===== config.mk =====
export PLATFORM = sky130hd
export DESIGN_NAME = tlq_fifo
export DESIGN_NICKNAME = d
export VERILOG_FILES = /design/src/rtl/tlq_fifo.sv
export SDC_FILE = /design/constraint.sdc
export NUM_CORES = 1
export LEC_CHECK = 0
export BUFFER_PORTS_ARGS = -buffer_cell sky130_fd_sc_hd__buf_2
export CORE_MARGIN = 8
export CORE_UTILIZATION = 25
export DETAILED_ROUTE_END_ITERATION = 16
export PLACE_DENSITY = 0.45
export SLEW_MARGIN = 20
export SYNTH_ARGS = -nofsm -noshare
export SYNTH_HDL_FRONTEND = slang
export SYNTH_SLANG_ARGS = --single-unit
export TNS_END_PERCENT = 50

===== constraint.sdc =====
create_clock -name clk -period 1.5 [get_ports clk]
set_clock_uncertainty 0.05 [all_clocks]
set_input_delay 0.075 -clock clk [delete_from_list [all_inputs] [get_ports clk]]
set_output_delay 0.075 -clock clk [all_outputs]
set_load 0.1 [all_outputs]

===== src/rtl/tlq_fifo.sv =====
`timescale 1ns / 1ps
module tlq_fifo #(
    parameter int W     = 8,
    parameter int DEPTH = 2
) (
    input  logic         clk,
    input  logic         rst_n,
    input  logic         wr,
    input  logic [W-1:0] wdata,
    input  logic         rd,
    output logic [W-1:0] rdata,
    output logic         full,
    output logic         empty
);

    localparam int PW = (DEPTH > 1) ? $clog2(DEPTH) : 1;
    localparam int CW = $clog2(DEPTH + 1);

    logic [W-1:0]  mem_reg [DEPTH];
    logic [PW-1:0] wp_reg;
    logic [PW-1:0] rp_reg;
    logic [CW-1:0] cnt_reg;
    logic          do_wr;
    logic          do_rd;

    assign full  = (cnt_reg == CW'(DEPTH));
    assign empty = (cnt_reg == '0);
    assign do_wr = wr && !full;
    assign do_rd = rd && !empty;
    assign rdata = mem_reg[rp_reg];

    always_ff @(posedge clk or negedge rst_n)
    begin
        if (!rst_n)
        begin
            wp_reg  <= '0;
            rp_reg  <= '0;
            cnt_reg <= '0;
        end
        else
        begin
            if (do_wr)
                wp_reg <= (wp_reg == PW'(DEPTH - 1)) ? '0 : wp_reg + PW'(1);
            if (do_rd)
                rp_reg <= (rp_reg == PW'(DEPTH - 1)) ? '0 : rp_reg + PW'(1);
            if (do_wr && !do_rd)
                cnt_reg <= cnt_reg + CW'(1);
            else if (do_rd && !do_wr)
                cnt_reg <= cnt_reg - CW'(1);
        end
    end

    always_ff @(posedge clk)
    begin
        if (do_wr)
            mem_reg[wp_reg] <= wdata;
    end

endmodule


==> results of run 1 <==
-- metrics by stage --
step	setup slack [ns]	setup TNS [ns]
2_1_floorplan	0.0407	0
3_3_place_gp	0.0849	0
3_5_place_dp	0.0876	0
4_1_cts	-0.0258	-0.149
5_1_grt	-0.0480	-0.345
6_report	0.0184	0
-- path summary, 6_finish.rpt --
path | slack (ns) | depth (start not counted) | from | to
worst max-delay path | 0.02 | 2 | rp_reg | rdata[2]
min in group clk | 0.09 | 4 | wr | wp_reg
worst min-delay path | 0.05 | 2 | rst_n | cnt_reg[0]
worst min register to register | 0.48 | 1 | wp_reg | wp_reg
worst max register to register | 0.11 | 6 | cnt_reg[1] | cnt_reg[1]
max in group asynchronous | 1.21 | 2 | rst_n | rp_reg
-- routing by layer --
metal	wire [µm]	vias up	GRT usage (%)
li1	-	236	-
met5	0	-	0
met3	114	2	3.03
met4	6	0	2.04
met1	673	218	6.45
met2	648	15	9.72
-- timing repair --
action | 4_1_cts | 5_1_grt
endpoints found under the setup margin | 8 | 10
hold endpoints to repair | 20 | 0
hold buffers | 9 | 0
gates cloned | 0 | 0
buffers inserted | 0 | 1
resized for setup | 17 | 2
-- placed cells by master (no fill, tap or decap) --
cell,n
and3_1,1
buf_12,1
buf_2,11
buf_4,6
buf_6,8
clkbuf_1,1
clkbuf_4,4
dfrtp_1,3
dfrtp_2,1
dlygate4sd3_1,9
edfxtp_1,16
ha_1,1
inv_1,2
mux2_1,6
mux2_2,2
nand2_2,1
nand2b_4,1
nor2_1,2
nor2_2,1
o21ai_1,1
xnor2_1,2
xnor2_2,1
xor2_1,2
-- kinds of logic (layout without fill, tap and decap cells) --
| kind of cell | Yosys count | count (layout) | share of synthesized area [%] |
|---|---|---|---|
| fa+ha+maj | 1 | 1 | 1.60 |
| simple gates | 6 | 6 | 3.84 |
| mux | 8 | 8 | 11.5 |
| compound gates | 1 | 1 | 0.639 |
| xor+xnor | 5 | 5 | 6.56 |
| flops | 20 | 20 | 74.2 |
| buf+inv | 3 | 42 | 1.60 |
-- layout make-up --
type                    instances  area, µm²
clock buffers                   4       26.3
fillers                       296       1840
inverters                       2       7.51
multi-input cells              21        199
flip-flops and latches         20        582
well taps                      33       41.3
repair buffers                 36        308
==> run summary, run 1 <==
IO Count - 22
max FFs per register - 16
deepest clock path buffer count - 2
Async SR Flop Fraction - 20.0%
Inserted Diodes - 0
Via density - 4.06
critical path's top delay family - flip-flops
non-filler cells, final - 116
Post-Syn Area - 782 µm²
Syn Nets - 57
layout cells sized above 1 - 44.6%
Critical Path AT - 1.36 ns
Area after DPL - 978 µm²
final slew viol count - 0
Util after Layout - 38.8%
Ys Warns - 0
crit-path max cell delay - 0.51 ns
Die Span X - 71.9 µm
router iterations before antenna repair - 2
worst hold-check slack - 0.0529 ns
# setup viols final - 0
post-route cell area - 0.00116 mm²
min-delay worst type - primary input to asynchronous set/reset pin
ANT nets after route - 0
number of synthesized register bits - 20
Synth area leaders - edfxtp_1 61%, dfrtp_1 13%, mux2_1 8.6%
Primary FF master, synth - edfxtp_1
final hold vios - 0
Crit Path Max Fanout - 9
worst skew pair latency - 0.29 ns
final period utilization - 98.8%
CTS tree - yes
Net count, final - 97
Chip Height - 71.9 µm
cell count after synthesis - 44
share of the synthesized area in the top cell type - 61.4%
# rows - 20
gr usage total - 5.93%
global-route wire length before repair - 2350 µm
Cell Chain, Critical Path - mux2_2, buf_6
CP Buf/Inv Count - 1
Cell variety after synth - 15
RSZ-0062 raised after global routing - true
core box area - 0.00300 mm²
Final Wtd Congestion - 0.604
Overflow after GRT - 0
Fmax - 675 MHz
Mapped Avg Cell Area - 17.8 µm²
sequential share of the synthesized area - 74.2%
worst path required time - 1.37 ns
Clk pin slew, worst setup/hold paths - 0.11 ns
synthesis-to-layout area growth - 48.8%
CTS root buf - clkbuf_4
largest net degree at the start of global routing - 12
vias in the first global route - 525
initial antenna violation count - 0
drt total wl - 1440 µm
status - finished clean
Post-DP HPWL - 1060 µm
Max-Cap Viols - 0
Worst Tran Pin Value - 0.302 ns
Cells after DPL - 102
kind of critical path - flip-flop to output port
CTS Buf Count - 3
htree depth - 1
DR vias - 471
Commonest cells post-synth - 16 x edfxtp_1, 6 x mux2_1, 4 x dfrtp_1
clock sink count - 20
Critical Path End Type - output port
drt drc - 0
Die Area - 0.00517 mm²
most frequent cell after synthesis - edfxtp_1
Slew HR - 80.0%
Crit-path slowest cell - dfrtp_2
Initial Utilization - 26.0%
Post-synth EDFFs - 16
area leader, netlist - edfxtp_1
port bufs - 21
Worst Setup Start Kind - flip-flop
min Tclk post-route - 1.48 ns
Avg WL per Cell - 12.4 µm
Iter 0 DRT Violations - 9
Power of run 1 is not shown: default switching activity piles up to over one toggle a cycle in this logic, so the estimate is an artifact.
==> inputs of run 2 (changes only) <==
--- a/config.mk
+++ b/config.mk
@@ -6,6 +6,7 @@
 export NUM_CORES = 1
 export LEC_CHECK = 0
 export BUFFER_PORTS_ARGS = -buffer_cell sky130_fd_sc_hd__buf_2
+export CORE_ASPECT_RATIO = 1.5
 export CORE_MARGIN = 8
 export CORE_UTILIZATION = 25
 export DETAILED_ROUTE_END_ITERATION = 16
==> run 2 against run 1 <==
Against the previous run:
- final cell count increased by 4.3%
- register-to-register slack about the same
- routed wire length decreased by 1.1%
- largest cell class unchanged
==> run summary, run 2 (synthesis results as in run 1) <==
max FFs per register - 16
drt total wl - 1430 µm
Slew HR - 67.7%
IO Count - 22
core box area - 0.00307 mm²
Max-Cap Viols - 0
gr usage total - 5.71%
Avg WL per Cell - 11.8 µm
final period utilization - 96.1%
Overflow after GRT - 0
worst path required time - 1.37 ns
ANT nets after route - 0
Chip Height - 84.5 µm
# setup viols final - 0
commonest non-fill, non-tap cell in the layout - edfxtp_1
kind of critical path - flip-flop to output port
Worst Tran Pin Value - 0.487 ns
drt drc - 0
RSZ-0062 raised after global routing - false
DP Worst Slack - 0.0957 ns
min Tclk post-route - 1.44 ns
Iter 0 DRT Violations - 5
Initial Utilization - 25.5%
deepest clock path buffer count - 2
largest net degree at the start of global routing - 13
Die Area - 0.00521 mm²
Worst Setup Start Kind - flip-flop
initial antenna violation count - 0
Net count, final - 95
DR vias - 476
Inserted Diodes - 0
final hold vios - 0
Util after Layout - 39.2%
port bufs - 21
global-route wire length before repair - 2230 µm
setup ws final - 0.0590 ns
# rows - 25
htree depth - 1
Crit Path Max Fanout - 9
Fmax - 694 MHz
# fillers - 321
worst hold-check slack - 0.0446 ns
vias in the first global route - 510
Post-DP HPWL - 994 µm
layout cells sized above 1 - 46.9%
Critical Path AT - 1.32 ns
min-delay worst type - primary input to flip-flop
Via density - 3.93
Final Wtd Congestion - 0.598
CTS Buf Count - 3
CTS root buf - clkbuf_8
CTS tree - yes
final slew viol count - 0
status - finished clean
most frequent cells in the layout - 16 x edfxtp_1, 12 x buf_2, 9 x dlygate4sd3_1
setup tns final - 0 ns
Clk pin slew, worst setup/hold paths - 0.07 ns
worst skew pair latency - 0.25 ns
clock sink count - 20
router iterations before antenna repair - 3
Die Span X - 61.7 µm
Critical Path End Type - output port
synthesis-to-layout area growth - 53.8%
-- run 2: changes by cell type in the layout (fill, tap and decap cells not counted), sizes merged --
cell / change
clkbuf: -2
bufinv: +1
buf: -1
-- run 2: per-layer routing --
layer | vias to the layer above | GRT usage [%] | share of wire, %
met1 | 229 | 6.52 | 42
met4 | 0 | 3.13 | 0.91
li1 | 230 | - | -
met5 | - | 0 | 0
met3 | 2 | 2.45 | 8.2
met2 | 15 | 8.51 | 49
-- run 2: metrics by stage --
step | instances | area, µm²
after floorplan | 44 | 785
after global placement | 107 | 972
after detailed placement | 107 | 972
after CTS | 121 | 1160
after global routing | 121 | 1200
final | 121 | 1200
-- run 2: area by class of cell --
type,instances,area (µm²),share of cell area [%]
tap,40,50.0,4.16
timing repair buffer,34,287,23.8
multi-input combinational,21,205,17.1
clock buffer,3,41.3,3.43
inverter,2,7.51,0.624
sequential,20,582,48.4
clock inverter,1,30.0,2.50
-- run 2: worst max-delay path: stages, from the launching register on --
cell     delay (ns)
dfrtp_2        0.49
mux2_1         0.34
buf_4          0.23
-- run 2: final timing paths --
path	slack (ns)	from	cells after the start	endpoint
worst max-delay path	0.06	rp_reg	2	rdata[4]
worst min-delay path	0.04	rd	3	rp_reg
worst max register to register	0.11	cnt_reg[1]	2	mem_reg[1][3]
worst min register to register	0.49	wp_reg	1	wp_reg
max in group asynchronous	1.16	rst_n	2	rp_reg
min in group asynchronous	0.11	rst_n	2	cnt_reg[1]
-- run 2: repair_timing --
item,in CTS,in global routing
gates resized for setup,9,10
hold buffers,9,0
endpoints found under the setup margin,8,8
hold endpoints to repair,20,0
buffers inserted,1,0
Power of run 2 is left out for the same reason.
