File: src/rtl/tlq_pkg.sv
`timescale 1ns / 1ps
package tlq_pkg;

    localparam int MAX_IN        = 4;
    localparam int N_IN_DEF      = 4;
    localparam int N_OUT_DEF     = 8;
    localparam int FRAC_BITS_DEF = 16;
    localparam int ITEM_DEPTH    = 2;
    localparam int RES_DEPTH     = 2;
    localparam int WIDE_W        = 80;

    typedef enum logic [1:0] {
        CMD_LOAD  = 2'd0,
        CMD_QUERY = 2'd1,
        CMD_GROW  = 2'd2
    } cmd_t;

    localparam logic [1:0] TGT_CENTER    = 2'd0;
    localparam logic [1:0] TGT_BASE      = 2'd1;
    localparam logic [1:0] TGT_GAIN      = 2'd2;
    localparam logic [1:0] TGT_ELLIPSOID = 2'd3;

    localparam logic [1:0] ST_OK    = 2'd0;
    localparam logic [1:0] ST_DEGEN = 2'd1;
    localparam logic [1:0] ST_SAT   = 2'd2;

    localparam logic [2:0] CFG_SCALE_INV_0 = 3'd0;
    localparam logic [2:0] CFG_SCALE_INV_1 = 3'd1;
    localparam logic [2:0] CFG_SCALE_INV_2 = 3'd2;
    localparam logic [2:0] CFG_SCALE_INV_3 = 3'd3;

    localparam logic signed [WIDE_W-1:0] SAT_HI = 80'sd2147483647;
    localparam logic signed [WIDE_W-1:0] SAT_LO = -80'sd2147483648;

    typedef struct packed {
        cmd_t                        cmd;
        logic [1:0]                  target;
        logic [5:0]                  row;
        logic [5:0]                  col;
        logic signed [31:0]          value;
        logic [MAX_IN-1:0][31:0]     point;
    } item_t;

    typedef struct packed {
        logic [1:0]         status;
        logic               in_region;
        logic [5:0]         index;
        logic signed [31:0] value;
        logic               last;
    } res_t;

    typedef struct packed {
        logic               ovf;
        logic signed [31:0] val;
    } sat_t;

    function automatic sat_t sat32(input logic signed [WIDE_W-1:0] v);
        sat_t r;
        r.ovf = 1'b0;
        r.val = v[31:0];
        if (v > SAT_HI)
        begin
            r.ovf = 1'b1;
            r.val = 32'sh7fffffff;
        end
        else if (v < SAT_LO)
        begin
            r.ovf = 1'b1;
            r.val = 32'sh80000000;
        end
        return r;
    endfunction

endpackage

File: src/rtl/tlq_fifo.sv
`timescale 1ns / 1ps
module tlq_fifo #(
    parameter int W     = 8,
    parameter int DEPTH = 2
) (
    input  logic         clk,
    input  logic         rst_n,
    input  logic         wr,
    input  logic [W-1:0] wdata,
    input  logic         rd,
    output logic [W-1:0] rdata,
    output logic         full,
    output logic         empty
);

    localparam int PW = (DEPTH > 1) ? $clog2(DEPTH) : 1;
    localparam int CW = $clog2(DEPTH + 1);

    logic [W-1:0]  mem_reg [DEPTH];
    logic [PW-1:0] wp_reg;
    logic [PW-1:0] rp_reg;
    logic [CW-1:0] cnt_reg;
    logic          do_wr;
    logic          do_rd;

    assign full  = (cnt_reg == CW'(DEPTH));
    assign empty = (cnt_reg == '0);
    assign do_wr = wr && !full;
    assign do_rd = rd && !empty;
    assign rdata = mem_reg[rp_reg];

    always_ff @(posedge clk or negedge rst_n)
    begin
        if (!rst_n)
        begin
            wp_reg  <= '0;
            rp_reg  <= '0;
            cnt_reg <= '0;
        end
        else
        begin
            if (do_wr)
                wp_reg <= (wp_reg == PW'(DEPTH - 1)) ? '0 : wp_reg + PW'(1);
            if (do_rd)
                rp_reg <= (rp_reg == PW'(DEPTH - 1)) ? '0 : rp_reg + PW'(1);
            if (do_wr && !do_rd)
                cnt_reg <= cnt_reg + CW'(1);
            else if (do_rd && !do_wr)
                cnt_reg <= cnt_reg - CW'(1);
        end
    end

    always_ff @(posedge clk)
    begin
        if (do_wr)
            mem_reg[wp_reg] <= wdata;
    end

endmodule

File: src/rtl/tlq_front.sv
`timescale 1ns / 1ps
module tlq_front import tlq_pkg::*; #(
    parameter int N_IN  = N_IN_DEF,
    parameter int N_OUT = N_OUT_DEF
) (
    input  logic        clk,
    input  logic        rst_n,
    input  logic        push,
    output logic        full,
    input  logic [1:0]  command,
    input  logic [1:0]  load_target,
    input  logic [5:0]  load_row,
    input  logic [5:0]  load_col,
    input  logic signed [31:0] load_value,
    input  logic signed [31:0] point_0,
    input  logic signed [31:0] point_1,
    input  logic signed [31:0] point_2,
    input  logic signed [31:0] point_3,
    output item_t       item,
    output logic        item_valid,
    input  logic        item_pop
);

    item_t                    item_in;
    logic                     keep;
    logic                     row_in;
    logic                     row_out;
    logic                     col_in;
    logic                     col_out;
    logic                     empty;
    logic [$bits(item_t)-1:0] item_bits;

    assign row_in  = ({1'b0, load_row} < 7'(N_IN));
    assign row_out = ({1'b0, load_row} < 7'(N_OUT));
    assign col_in  = ({1'b0, load_col} < 7'(N_IN));
    assign col_out = ({1'b0, load_col} < 7'(N_OUT));

    // classify: drop unknown commands and loads that hit no entry
    always_comb
    begin
        keep = 1'b0;
        if (command == CMD_QUERY || command == CMD_GROW)
            keep = 1'b1;
        else if (command == CMD_LOAD)
        begin
            unique case (load_target)
                TGT_CENTER:    keep = row_in;
                TGT_BASE:      keep = row_out;
                TGT_GAIN:      keep = row_in && col_out;
                TGT_ELLIPSOID: keep = row_in && col_in;
                default:       keep = 1'b0;
            endcase
        end
    end

    always_comb
    begin
        item_in.cmd      = cmd_t'(command);
        item_in.target   = load_target;
        item_in.row      = load_row;
        item_in.col      = load_col;
        item_in.value    = load_value;
        item_in.point[0] = point_0;
        item_in.point[1] = point_1;
        item_in.point[2] = point_2;
        item_in.point[3] = point_3;
    end

    tlq_fifo #(
        .W     ($bits(item_t)),
        .DEPTH (ITEM_DEPTH)
    ) u_item_q (
        .clk   (clk),
        .rst_n (rst_n),
        .wr    (push && keep),
        .wdata (item_in),
        .rd    (item_pop),
        .rdata (item_bits),
        .full  (full),
        .empty (empty)
    );

    assign item       = item_t'(item_bits);
    assign item_valid = !empty;

endmodule

File: config.mk
export PLATFORM = sky130hd
export DESIGN_NAME = tlq_front
export DESIGN_NICKNAME = d
export VERILOG_FILES = /design/src/rtl/tlq_pkg.sv /design/src/rtl/tlq_fifo.sv /design/src/rtl/tlq_front.sv
export SDC_FILE = /design/constraint.sdc
export NUM_CORES = 1
export LEC_CHECK = 0
export ABC_AREA = 0
export BUFFER_PORTS_ARGS = -buffer_cell sky130_fd_sc_hd__buf_2
export CAP_MARGIN = 10
export CORE_UTILIZATION = 53
export DETAILED_ROUTE_END_ITERATION = 7
export PLACE_DENSITY = 0.78
export SYNTH_ARGS = -nofsm -noshare
export SYNTH_HDL_FRONTEND = slang
export SYNTH_HIERARCHICAL = 1
export SYNTH_SLANG_ARGS = --single-unit
File: constraint.sdc
create_clock -name clk -period 11.3 [get_ports clk]
set_input_delay 0.565 -clock clk [delete_from_list [all_inputs] [get_ports clk]]
set_output_delay 0.565 -clock clk [all_outputs]
set_load 0.01 [all_outputs]
==> reports/qor.tcl <==
set qor(run_status) {completed}
set qor(dieHeight_um) 162
set qor(average_wire_length_per_cell_after_detail_routing_um) 18.9
set qor(multi_input_gate_area_in_the_final_layout_mm2) 0.00263
set qor(critical_path_sink_type) {output pin}
set qor(design.core.area_mm2) 0.0251
set qor(worstReg2RegEnd) {u_item_q/mem_reg[0][40]}
set qor(critPathLaunchType) {flip-flop}
set qor(cts-root-buf) {clkbuf_16}
set qor(rsz0062_at_grt) {false}
set qor(cts_tree) {done}
set qor(critical_path.reg2reg.startpoint) {u_item_q/cnt_reg[0]}
set qor(clockBufferDepth) 3
set qor(static-leakage-power_nw) 6.57
set qor(maxCapViolations) 0
set qor(worst_pin_slew_ns) 1.04
set qor(final_hold_violating_endpoints) 0
set qor(irDropWorstVdd_mv) 0.179
set qor(clkSlewWorstSetupHoldPaths_ns) 0.06
set qor(average_size_of_a_mapped_cell_um2) 23.3
set qor(post_route_cells_drive_above_1_share_pct) 59.5
set qor(initialDrtViolationCount) 358
set qor(fin_util_pct) 66.5
set qor(dp_hpwl_mm) 16.6
set qor(antenna_violating_nets_post_route) 0
set qor(hold_slack_ns) 0.244
set qor(synth.ff_latch_count) 356
set qor(floorplan.initialDensity_pct) 53.8
set qor(postCtsSetupRepairBufs) 0
set qor(synthToLayoutAreaGrowth_pct) 23.5
set qor(via_per_inst) 5.03
set qor(worst-path-max-fanout) 55
set qor(total_vias_in_the_final_route) 6666
set qor(ioPinCount) 358
set qor(largest_register_ff_count) 352
set qor(cts-buffers-inserted) 37
set qor(finalWorstPathRequiredPeriod_ns) 3.98
set qor(critPathKind) {reg2out}
set qor(first_global_vias) 6922
set qor(place.port_buffers) 357
set qor(register_area_mm2) 0.0107
set qor(design.final.nets) 1145
set qor(die-area_mm2) 0.0261
set qor(drt_drc_violations_left) 0
set qor(cts-htree-levels) 2
set qor(power.density_mw_per_mm2) 236
set qor(cp.arrival_ns) 3.41
set qor(num_rows) 58
set qor(detailedRoute.firstPassIterationCount) 4
set qor(syn_nets) 761
set qor(synth_sequential_area_ratio_pct) 79.0
set qor(num-fill-cells) 1739
set qor(gp_congestion) 0.753
set qor(worst_ep_required_time_ns) 10.74
set qor(initial_antenna_violation_count) 8
set qor(worst_skew_pair.late_latency_ns) 0.50
set qor(slew-limit-headroom_pct) 30.5
set qor(globalRouteOverflowTotal) 0
set qor(worstHoldPathCells) 1
set qor(max_freq_mhz) 251
set qor(wirelength_mm) 25.0
set qor(synthesis.area_mm2) 0.0135
set qor(maxSlewViolCount) 0
set qor(worst_r2r_path_depth) 4
set qor(final_setup_violation_count) 0
set qor(cts.sink_count) 356
set qor(rrSetupSlack_ns) 8.46
set qor(worstHoldPathType) {in2reg}
set qor(grt_util_overall_pct) 18.9
set qor(final_min_period_over_clock_period_pct) 35.2
set qor(netlist-cell-type-count) 20
set qor(synthCells) 579
set qor(min_from) {point_1[18]}
set qor(holdPathEnd) {u_item_q/mem_reg[1][50]}
set qor(fin_tns_setup_ns) 0
set qor(grt_first_pass_wirelength_mm) 37.1
set qor(die_x_um) 162
set qor(skew_ns) 0.0135
set qor(mostFrequentLayoutCells) {357 x buf_2, 352 x edfxtp_1, 130 x mux2_4, 46 x mux2_2, 39 x clkbuf_16}
set qor(synth.yosys.warnings) 6
set qor(grt_start_max_net_pins) 77
set qor(layout_commonest_cell) {buf_2}
[repair_timing]
item | CTS | global route
hold buffers | 1 | 0
resized for setup | 0 | 0
setup endpoints to repair | 0 | 0
endpoints found under the hold margin | 4 | 0
[kinds of logic after synthesis]
kind of cell,Yosys count,synth area share (%)
buffers and inverters,26,1.65
AOI/OAI and AO/OA,5,0.204
and+or+nand+nor,9,0.380
muxes,176,18.3
adders and majority gates,2,0.185
DFF,356,79.0
xor gates and xnor gates,5,0.324
[layout make-up]
class                      instances  area share, %
antenna                            6         0.0900
clock buffer                      50           6.10
clock inverter                    14          0.390
inverter                           6          0.135
multi-input combinational        197           15.8
sequential                       356           64.0
tap                              330           2.47
timing repair buffer             365           11.1
[layer usage]
layer  track usage [%]  vias up  part of all wire [%]
met3              5.44       55                   7.1
li1                  -     3077                     -
met1              21.0     3289                    36
met2              33.6      243                    54
met4              8.36        2                   3.0
met5                 0        -                 0.032
[cell usage after synthesis]
master | n | area [um^2]
and3_1 | 1 | 6.26
o21ai_1 | 1 | 5.00
buf_6 | 16 | 180
a21oi_1 | 2 | 10.0
nand3_1 | 1 | 5.00
nand2_1 | 2 | 7.51
nor4b_2 | 1 | 15.0
ha_1 | 2 | 25.0
dfrtp_1 | 4 | 100
mux2_2 | 46 | 518
xnor2_1 | 3 | 26.3
xor2_1 | 2 | 17.5
nor2_1 | 3 | 11.3
edfxtp_1 | 352 | 10600
o21ai_0 | 1 | 5.00
mux2_4 | 130 | 1950
o31ai_1 | 1 | 7.51
nand2b_1 | 1 | 6.26
inv_1 | 6 | 22.5
buf_2 | 4 | 20.0
[worst max-delay path: stages, from the launching register on]
cell	delay, ns
dfrtp_4	0.60
buf_4	0.74
buf_4	0.88
mux2_2	0.42
buf_2	0.14
[power by group]
group	leakage, nW	total [mW]	switching, mW	internal (mW)
registers	3.26	1.72	0.0580	1.66
clock network	0.524	1.08	0.447	0.628
logic	2.79	1.15	0.570	0.576
[stage by stage]
| stage | std cells | total power, mW | instance area (um^2) | worst slack, ns |
|---|---|---|---|---|
| global placement | 1253 | 2.88 | 15600 | 7.81 |
| global route | 1322 | 4.10 | 16700 | 7.15 |
| CTS | 1318 | 3.99 | 16700 | 7.24 |
| floorplan | 579 | 2.58 | 13500 | 2.04 |
| detailed placement | 1253 | 2.90 | 15600 | 7.76 |
| finish | 1324 | 3.94 | 16700 | 7.32 |
[worst max-delay path by stage]
stage,start,cells past startpoint,endpoint
after floorplan,command[0],7,u_item_q/mem_reg[0][0]
after global placement,command[0],9,u_item_q/mem_reg[0][34]
after detailed placement,command[0],9,u_item_q/mem_reg[0][41]
after CTS,u_item_q/rp_reg,4,item[159]
after global routing,u_item_q/rp_reg,4,item[8]
final,u_item_q/rp_reg,4,item[159]
Power figures use the tool's default switching activity.
